===== src/rtl/bsf_pkg.sv =====
`default_nettype none
// ----------------------------------------------------------------------------
// bsf_pkg
// Shared constants for the block substream framer: widths, header characters,
// end marker and configuration register indexes.
// ----------------------------------------------------------------------------
package bsf_pkg;

    // width of the block bit counter, one bit wider than the block length register
    localparam int COUNT_WIDTH = 27;

    localparam int BYTE_W      = 8;
    localparam int SHIFT_W     = 3;
    localparam int BLOCK_W     = 26;
    localparam int DIGIT_W     = 6;
    localparam int CRC_W       = 32;
    localparam int MARK_W      = 48;
    localparam int CFG_IDX_W   = 2;
    localparam int CFG_DATA_W  = BLOCK_W;

    // trailer is end marker plus crc, preceded by up to seven partial bits
    localparam int TRAIL_W     = MARK_W + CRC_W;
    localparam int TAIL_W      = TRAIL_W + BYTE_W;
    localparam int TAIL_CNT_W  = 4;
    localparam int TAIL_FULL   = TRAIL_W / BYTE_W;
    localparam int TAIL_PART   = TAIL_FULL + 1;

    localparam int HDR_LEN     = 4;
    localparam int HDR_CNT_W   = 3;
    localparam int PEND_W      = 5;

    // block bits [CRC_LO, CRC_HI) carry the block crc
    localparam int CRC_LO      = 48;
    localparam int CRC_HI      = 80;
    localparam int POS_W       = 7;

    localparam logic [MARK_W-1:0] END_MARK = 48'h177245385090;

    localparam logic [BYTE_W-1:0] HDR_CHARS [0:HDR_LEN-2] = '{8'h42, 8'h5A, 8'h68};

    // configuration register indexes
    localparam logic [CFG_IDX_W-1:0] CFG_START_SHIFT = 2'd0;
    localparam logic [CFG_IDX_W-1:0] CFG_BLOCK_BITS  = 2'd1;
    localparam logic [CFG_IDX_W-1:0] CFG_SIZE_DIGIT  = 2'd2;

    // register values after reset
    localparam logic [SHIFT_W-1:0] RST_START_SHIFT = 3'd0;
    localparam logic [BLOCK_W-1:0] RST_BLOCK_BITS  = 26'd80;
    localparam logic [DIGIT_W-1:0] RST_SIZE_DIGIT  = 6'd57;

endpackage
`default_nettype wire


===== src/rtl/block_substream_framer.sv =====
`default_nettype none
// ----------------------------------------------------------------------------
// block_substream_framer
// Rebuilds a standalone compressed stream from one block that starts at any
// bit of a source byte stream: header, realigned block bits, end marker, crc.
// ----------------------------------------------------------------------------
// order: an accepted source beat loads the pending burst registers; its first byte then passes to the output register
// throughput: one source beat per cycle while each beat gives at most one result and the output
//   is not stalled; the header beat (4 bytes, maybe a data byte) and finishing beat (maybe a
//   data byte, then 10 or 11 trailer bytes) drain one byte a cycle likewise and hold the source off
// reset: i_rst_n synchronous active low; clears counters, crc, flags, pending burst
//   and output valid, and loads the register defaults
module block_substream_framer (
    input  wire logic                              i_clk,
    input  wire logic                              i_rst_n,
    // configuration write port
    input  wire logic                              i_cfg_we,
    input  wire logic [bsf_pkg::CFG_IDX_W-1:0]     i_cfg_idx,
    input  wire logic [bsf_pkg::CFG_DATA_W-1:0]    i_cfg_data,
    // source stream
    input  wire logic                              i_s_tvalid,
    output logic                                   o_s_tready,
    input  wire logic [7:0]                        i_s_tdata,   // [7:0] source_byte
    input  wire logic                              i_s_tlast,   // source_end
    // rebuilt stream
    output logic                                   o_m_tvalid,
    input  wire logic                              i_m_tready,
    output logic [7:0]                             o_m_tdata,   // [7:0] out_byte
    output logic                                   o_m_tlast,   // out_last
    output logic [0:0]                             o_m_tuser    // [0] out_error
);
    import bsf_pkg::*;

    // configuration registers
    logic [SHIFT_W-1:0]     r_start_shift;
    logic [BLOCK_W-1:0]     r_block_bits;
    logic [DIGIT_W-1:0]     r_size_digit;

    // framing state
    logic [BYTE_W-1:0]      r_held, n_held;
    logic [COUNT_WIDTH-1:0] r_bits_seen, n_bits_seen;
    logic [CRC_W-1:0]       r_crc, n_crc;
    logic                   r_hdr_sent;
    logic                   r_job_done, n_job_done;

    // pending burst: header bytes, one data byte, then tail bytes
    logic [HDR_CNT_W-1:0]   r_hdr_left, n_hdr_left;
    logic                   r_data_v, n_data_v;
    logic [BYTE_W-1:0]      r_data_byte, n_data_byte;
    logic [TAIL_W-1:0]      r_tail, n_tail;
    logic [TAIL_CNT_W-1:0]  r_tail_cnt, n_tail_cnt;
    logic                   r_fin_err, n_fin_err;

    // output register
    logic                   r_o_valid;
    logic [BYTE_W-1:0]      r_o_byte, n_o_byte;
    logic                   r_o_last;
    logic                   r_o_err;

    logic [PEND_W-1:0]      pend_cnt;
    logic                   pend_empty;
    logic                   pop;
    logic                   accept;

    // per-beat datapath
    logic [COUNT_WIDTH-1:0] total;
    logic [COUNT_WIDTH-1:0] remain;
    logic                   under_total;
    logic [SHIFT_W-1:0]     first_bit;
    logic [3:0]             avail;
    logic [3:0]             take_n;
    logic [BYTE_W-1:0]      src_al;
    logic [BYTE_W-1:0]      take_mask;
    logic [2*BYTE_W-1:0]    merged;
    logic [3:0]             fill;
    logic                   step_data_v;
    logic [BYTE_W-1:0]      step_data;
    logic [BYTE_W-1:0]      acc_new;
    logic [SHIFT_W-1:0]     cnt_new;
    logic [COUNT_WIDTH-1:0] bits_new;
    logic                   complete;
    logic [POS_W-1:0]       crc_base;
    logic [CRC_W-1:0]       crc_step;
    logic [TAIL_W-1:0]      trail_word;

    // ------------------------------------------------------------------
    // handshakes: the burst drains into the output register whenever that
    // register is free or being taken; a new source beat is taken once the
    // burst is empty or its final byte leaves this cycle
    // ------------------------------------------------------------------
    assign pend_cnt   = PEND_W'(r_hdr_left) + PEND_W'(r_data_v) + PEND_W'(r_tail_cnt);
    assign pend_empty = (pend_cnt == '0);
    assign pop        = !pend_empty && (!r_o_valid || i_m_tready);
    assign o_s_tready = pend_empty || (pop && pend_cnt == PEND_W'(1));
    assign accept     = i_s_tvalid && o_s_tready;

    assign o_m_tvalid   = r_o_valid;
    assign o_m_tdata    = r_o_byte;
    assign o_m_tlast    = r_o_last;
    assign o_m_tuser[0] = r_o_err;

    // ------------------------------------------------------------------
    // bit realignment for one source byte
    // ------------------------------------------------------------------
    always_comb begin
        total       = COUNT_WIDTH'(r_block_bits);
        under_total = (r_bits_seen < total);
        remain      = total - r_bits_seen;
        first_bit   = r_hdr_sent ? '0 : r_start_shift;
        avail       = 4'(BYTE_W) - {1'b0, first_bit};
        // bits taken from this byte: what is left of the byte or of the block
        if (!under_total) begin
            take_n = '0;
        end else if (remain < COUNT_WIDTH'(avail)) begin
            take_n = remain[3:0];
        end else begin
            take_n = avail;
        end

        src_al    = i_s_tdata << first_bit;
        take_mask = ~(8'hFF >> take_n);
        merged    = {r_held, 8'h00} | ({src_al & take_mask, 8'h00} >> r_bits_seen[2:0]);
        fill      = {1'b0, r_bits_seen[2:0]} + take_n;

        step_data_v = fill[3];
        step_data   = merged[15:8];
        acc_new     = fill[3] ? merged[7:0] : merged[15:8];
        cnt_new     = fill[2:0];

        bits_new = r_bits_seen + COUNT_WIDTH'(take_n);
        complete = (bits_new >= total);
    end

    // crc capture: shift in the taken bits that fall in the crc window
    always_comb begin
        logic [POS_W:0] pos;
        crc_base = (r_bits_seen < COUNT_WIDTH'(CRC_HI)) ? r_bits_seen[POS_W-1:0]
                                                        : {POS_W{1'b1}};
        crc_step = r_crc;
        for (int j = 0; j < BYTE_W; j++) begin
            pos = {1'b0, crc_base} + (POS_W+1)'(j);
            if (4'(j) < take_n && pos >= (POS_W+1)'(CRC_LO) && pos < (POS_W+1)'(CRC_HI)) begin
                crc_step = {crc_step[CRC_W-2:0], src_al[BYTE_W-1-j]};
            end
        end
    end

    // trailer placed right after the partial byte bits
    assign trail_word = {acc_new, {TRAIL_W{1'b0}}}
                      | ({END_MARK, crc_step, {BYTE_W{1'b0}}} >> cnt_new);

    // ------------------------------------------------------------------
    // next state on an accepted beat, and burst drain
    // ------------------------------------------------------------------
    always_comb begin
        n_held      = r_held;
        n_bits_seen = r_bits_seen;
        n_crc       = r_crc;
        n_job_done  = r_job_done;

        n_hdr_left  = r_hdr_left;
        n_data_v    = r_data_v;
        n_data_byte = r_data_byte;
        n_tail      = r_tail;
        n_tail_cnt  = r_tail_cnt;
        n_fin_err   = r_fin_err;
        n_o_byte    = r_o_byte;

        // take the next burst byte into the output register
        if (pop) begin
            if (r_hdr_left != '0) begin
                if (r_hdr_left == HDR_CNT_W'(1)) begin
                    n_o_byte = BYTE_W'(r_size_digit);
                end else begin
                    n_o_byte = HDR_CHARS[2'(HDR_LEN - int'(r_hdr_left))];
                end
                n_hdr_left = r_hdr_left - HDR_CNT_W'(1);
            end else if (r_data_v) begin
                n_o_byte = r_data_byte;
                n_data_v = 1'b0;
            end else begin
                n_o_byte   = r_tail[TAIL_W-1 -: BYTE_W];
                n_tail     = r_tail << BYTE_W;
                n_tail_cnt = r_tail_cnt - TAIL_CNT_W'(1);
            end
        end

        // load the burst of a new beat; a finished job gives nothing
        if (accept) begin
            n_hdr_left  = '0;
            n_data_v    = 1'b0;
            n_tail_cnt  = '0;
            n_fin_err   = 1'b0;
            if (!r_job_done) begin
                n_hdr_left  = r_hdr_sent ? '0 : HDR_CNT_W'(HDR_LEN);
                n_data_v    = step_data_v;
                n_data_byte = step_data;
                n_bits_seen = bits_new;
                n_crc       = crc_step;
                if (complete) begin
                    // end marker and crc, final byte zero padded
                    n_tail     = trail_word;
                    n_tail_cnt = (cnt_new == '0) ? TAIL_CNT_W'(TAIL_FULL)
                                                 : TAIL_CNT_W'(TAIL_PART);
                    n_job_done = 1'b1;
                    n_held     = '0;
                end else if (i_s_tlast) begin
                    // truncated source: flush partial byte, or a zero byte
                    // when the beat would give nothing at all
                    n_tail = {acc_new, {TRAIL_W{1'b0}}};
                    if (cnt_new != '0 || (r_hdr_sent && !step_data_v)) begin
                        n_tail_cnt = TAIL_CNT_W'(1);
                    end
                    n_fin_err  = 1'b1;
                    n_job_done = 1'b1;
                    n_held     = '0;
                end else begin
                    n_held = acc_new;
                end
            end
        end
    end

    // ------------------------------------------------------------------
    // registers
    // ------------------------------------------------------------------
    always_ff @(posedge i_clk) begin
        if (!i_rst_n) begin
            r_start_shift <= RST_START_SHIFT;
            r_block_bits  <= RST_BLOCK_BITS;
            r_size_digit  <= RST_SIZE_DIGIT;
        end else if (i_cfg_we) begin
            unique case (i_cfg_idx)
                CFG_START_SHIFT: r_start_shift <= i_cfg_data[SHIFT_W-1:0];
                CFG_BLOCK_BITS:  r_block_bits  <= i_cfg_data[BLOCK_W-1:0];
                CFG_SIZE_DIGIT:  r_size_digit  <= i_cfg_data[DIGIT_W-1:0];
                default: ;
            endcase
        end
    end

    always_ff @(posedge i_clk) begin
        if (!i_rst_n) begin
            r_held      <= '0;
            r_bits_seen <= '0;
            r_crc       <= '0;
            r_hdr_sent  <= 1'b0;
            r_job_done  <= 1'b0;
            r_hdr_left  <= '0;
            r_data_v    <= 1'b0;
            r_tail_cnt  <= '0;
            r_fin_err   <= 1'b0;
            r_o_valid   <= 1'b0;
            r_o_last    <= 1'b0;
            r_o_err     <= 1'b0;
        end else begin
            r_held      <= n_held;
            r_bits_seen <= n_bits_seen;
            r_crc       <= n_crc;
            r_job_done  <= n_job_done;
            if (accept) begin
                r_hdr_sent <= 1'b1;
            end
            r_hdr_left  <= n_hdr_left;
            r_data_v    <= n_data_v;
            r_tail_cnt  <= n_tail_cnt;
            r_fin_err   <= n_fin_err;
            // only the closing byte of the final burst is the stream end
            if (pop) begin
                r_o_valid <= 1'b1;
                r_o_last  <= (pend_cnt == PEND_W'(1)) && r_job_done;
                r_o_err   <= (pend_cnt == PEND_W'(1)) && r_fin_err;
            end else if (i_m_tready) begin
                r_o_valid <= 1'b0;
            end
        end
    end

    // payload registers
    always_ff @(posedge i_clk) begin
        r_data_byte <= n_data_byte;
        r_tail      <= n_tail;
        r_o_byte    <= n_o_byte;
    end

`ifndef SYNTH
    // an error beat is always the closing beat of the stream
    a_err_is_last: assert property (@(posedge i_clk) disable iff (!i_rst_n)
        r_o_valid && r_o_err |-> r_o_last)
        else $error("error flag on a beat that is not last");

    // one source beat never leaves more than sixteen bytes pending
    a_pend_bound: assert property (@(posedge i_clk) disable iff (!i_rst_n)
        pend_cnt <= PEND_W'(16))
        else $error("pending burst exceeds its bound");

    // source is held off only while a burst is draining
    a_ready_stall: assert property (@(posedge i_clk) disable iff (!i_rst_n)
        !o_s_tready |-> !pend_empty)
        else $error("source stalled with nothing pending");

    // once the job is over and drained, no further beat appears
    a_done_quiet: assert property (@(posedge i_clk) disable iff (!i_rst_n)
        r_job_done && pend_empty && !r_o_valid |=> !r_o_valid)
        else $error("output beat after the job ended");
`endif

endmodule
`default_nettype wire

===== config.mk =====
export PLATFORM = sky130hd
export DESIGN_NAME = block_substream_framer
export DESIGN_NICKNAME = d
export VERILOG_FILES = /design/src/rtl/bsf_pkg.sv /design/src/rtl/block_substream_framer.sv
export SDC_FILE = /design/constraint.sdc
export NUM_CORES = 1
export LEC_CHECK = 0
export BUFFER_PORTS_ARGS = -buffer_cell sky130_fd_sc_hd__clkbuf_2
export CAP_MARGIN = 0
export CORE_MARGIN = 2
export CORE_UTILIZATION = 45
export CTS_CLUSTER_SIZE = 30
export DETAILED_ROUTE_END_ITERATION = 12
export PLACE_DENSITY = 0.72
export SLEW_MARGIN = 20
export SYNTH_ARGS = -nofsm -noshare
export SYNTH_HDL_FRONTEND = slang
export SYNTH_SLANG_ARGS = --single-unit

===== constraint.sdc =====
create_clock -name i_clk -period 10.8 [get_ports i_clk]
set_input_delay 0.54 -clock i_clk [delete_from_list [all_inputs] [get_ports i_clk]]
set_output_delay 0.54 -clock i_clk [all_outputs]
set_load 0.05 [all_outputs]

==> impl_metrics.ini <==
[layout]
diodes = 0
multi_input_area_um2 = 14100
mostFrequentLayoutCells = 379 x nand2_1, 225 x nor2_1, 204 x dfxtp_1
n_fill_cell = 4286
final_cells = 3233
drive_gt1_share_pct = 9.52
final_common_cell = nand2_1
fin_nets = 2747
regArea_um2 = 4560
area_delta_synth_final_pct = 8.75

[power_and_ir_drop]
clockPowerShare_pct = 21.6
peakVddDrop_v = 0.000218
leakage_nw = 8.21
p_sw_share_pct = 48.5
internal-power_mw = 2.25
powerDensity_nw_per_um2 = 205
p_seq_share_pct = 25.8
power_frac_comb_pct = 52.6
total_power_mw = 4.37
p_sw_mw = 2.12

[synth]
avgSynthCellArea_um2 = 7.36
yosys-top-cells-area = dfxtp_1 21%, mux2i_1 7.8%, nand2_1 7.3%, ha_1 4.7%, nor2_1 4.4%
syn-cell-area_um2 = 19600
ys.flop_type = dfxtp_1
synth_nets = 2783
yosysUniqueCellTypes = 100
yosys_warnings = 0
syn_inst = 2664
ys_seq_elements = 220
synth_area_leader_cell = dfxtp_1
synth-edff-count = 16
synth_top_area_share_pct = 20.8
async_reset_ff_share_pct = 0
ys_seq_area_share_pct = 23.3

[grt]
grt_pass1_vias = 20000
grt_util_all_layers_pct = 33.5
grt_start_max_net_pins = 115
grt_pass1_wl_mm = 119
overflow = 0
antenna_found_initial = 0

[timing]
layout_setup_ws_ns = 0.750
finalSetupTns_ns = 0
finalSetupViolCount = 0
slew_headroom_pct = 18.0
fin_crit_sh_pct = 93.1
hold_viol = 0
rsz0062_at_grt = no
worst_slew_pin_slew_ns = 1.22
slew_violations = 0
clock_skew_ns = 0.0162
timing.fmax_mhz = 99.5
fin_crit_ns = 10.05

[status]
status = completed

[routing]
firstDrtPassIters = 6
num_vias = 21700
final_antenna_net_count = 0
viasPerCell = 6.72
drt_iter0_drc = 3000
wl_per_cell_um = 23.9
drc_errors = 0
routed_wl_mm = 77.3

[place]
globalplace.congestion = 0.997
placed_cells = 3183
hpwl_mm = 58.1
place_ws_ns = 0.592
portBuffers = 53

[worst_setup_path]
endpoint_kind = register
cp-start-kind = register
cpMostUsedCell = a21o_1
required_ns = 11.23
crit_type = register to register
cp_max_fo = 17
max_stage_delay_ns = 0.66
crit_arrival_ns = 10.48
crit_slowest_cell = or4_1

[flow_run]
drv_cap = 0

[floorplanning]
boundaryPins = 54
die_w_um = 213
placementRows = 76
die_area_um2 = 45200
fp.dieH_um = 213
core-area_um2 = 43000
initial_core_util_pct = 45.6

[clock_tree]
cts_tree = yes
clockBufferDepth = 3
clock_sinks = 220
cts_hold_buf = 0
path_clk_slew_ns = 0.07
root_buffer = clkbuf_16
htree_levels = 1
clock_latency_ns = 0.57
numCtsBuffers = 27

[worst_hold_path]
hp-class = input port to register
## path summary, 6_finish.rpt
path	startpoint	endpoint	slack (ns)	cells after the start
min reg2reg	r_held[4]	r_held[4]	0.47	2
min	i_cfg_data[19]	r_block_bits[19]	0.21	3
max reg2reg	r_bits_seen[0]	r_tail[12]	0.75	38
max	r_bits_seen[0]	r_tail[12]	0.75	38
## metal layers
metal	GRT usage, %	vias to the layer above	wire length [um]
met5	0	-	0
met3	6.53	205	8690
met1	48.3	10400	33700
met2	50.1	1300	32600
li1	-	9819	-
met4	10.4	0	2350
## power groups by stage
stage,Combinational [mW],Sequential (mW),Clock [mW]
floorplan,1.59,1.11,0
global placement,2.21,1.13,0
detailed placement,2.23,1.13,0
CTS,2.23,1.11,0.948
global route,2.46,1.13,0.977
finish,2.30,1.13,0.944
## stage by stage
| step | hold slack (ns) | cell area [um^2] | utilization (%) |
|---|---|---|---|
| 6_report | 0.209 | 21300 | 49.6 |
| 5_1_grt | 0.228 | 21300 | 49.6 |
| 4_1_cts | 0.190 | 21300 | 49.5 |
| 3_5_place_dp | 0.456 | 20400 | 47.4 |
| 3_3_place_gp | 0.452 | 20400 | 47.4 |
| 2_1_floorplan | 0.425 | 19600 | - |
## synth_stat cells (24+ instances only)
cell type / n
nand4_1: 25
or3_1: 29
o21ai_0: 160
nor3_1: 98
clkbuf_1: 130
a31oi_1: 30
inv_1: 82
a21boi_0: 61
o211ai_1: 36
and2_1: 34
and3_1: 24
o221ai_1: 29
nand2_1: 380
a211oi_1: 27
nand3_1: 79
ha_1: 73
o21a_1: 25
mux2i_1: 152
xnor2_1: 48
o22ai_1: 52
a21oi_1: 167
a21o_1: 36
a22oi_1: 35
nor2_1: 231
dfxtp_1: 204
## final cells by class
type | instances | area share [%]
flip-flops and latches | 220 | 21.4
clock inverters | 18 | 0.969
inverters | 88 | 1.55
clock buffers | 31 | 3.29
repair buffers | 107 | 3.15
well taps | 585 | 3.43
multi-input cells | 2184 | 66.2
## kinds of logic (layout without fill, tap and decap cells)
family                   count (synthesis)  count (layout)  synth area share [%]
AO/OA/AOI/OAI                          868             868                  30.6
multiplexers                           180             180                  9.79
flip-flops                             220             220                  23.3
adder cells (fa/ha/maj)                 78              78                  5.12
XOR/XNOR                                56              56                  2.50
AND/OR/NAND/NOR                       1001            1002                  23.4
buffers and inverters                  261             244                  5.21
## critical path, delay by kind of cell (launching register included)
kind            cells  cell delay [ns]
buf+inv             4             0.55
compound gates     15             3.20
xor+xnor            1             0.14
flops               1             0.64
simple gates       13             3.94
fa+ha+maj           4             1.12
mux                 1             0.31
## what timing repair did
action	in CTS	in global routing
hold endpoints to repair	0	0
setup buffers	0	0
resized for setup	0	6
setup endpoints to repair	0	61
## flip-flops by register name, indices dropped and copies added, names as in the netlist
register	cells
o_m_tdata	8
o_m_tlast	1
o_m_tuser	1
o_m_tvalid	1
r_bits_seen	27
r_block_bits	26
r_crc	32
r_data_byte	8
r_data_v	1
r_fin_err	1
r_hdr_left	3
r_hdr_sent	1
r_held	8
r_job_done	1
r_size_digit	6
r_start_shift	3
r_tail	88
r_tail_cnt	4
Power figures use the tool's default switching activity.
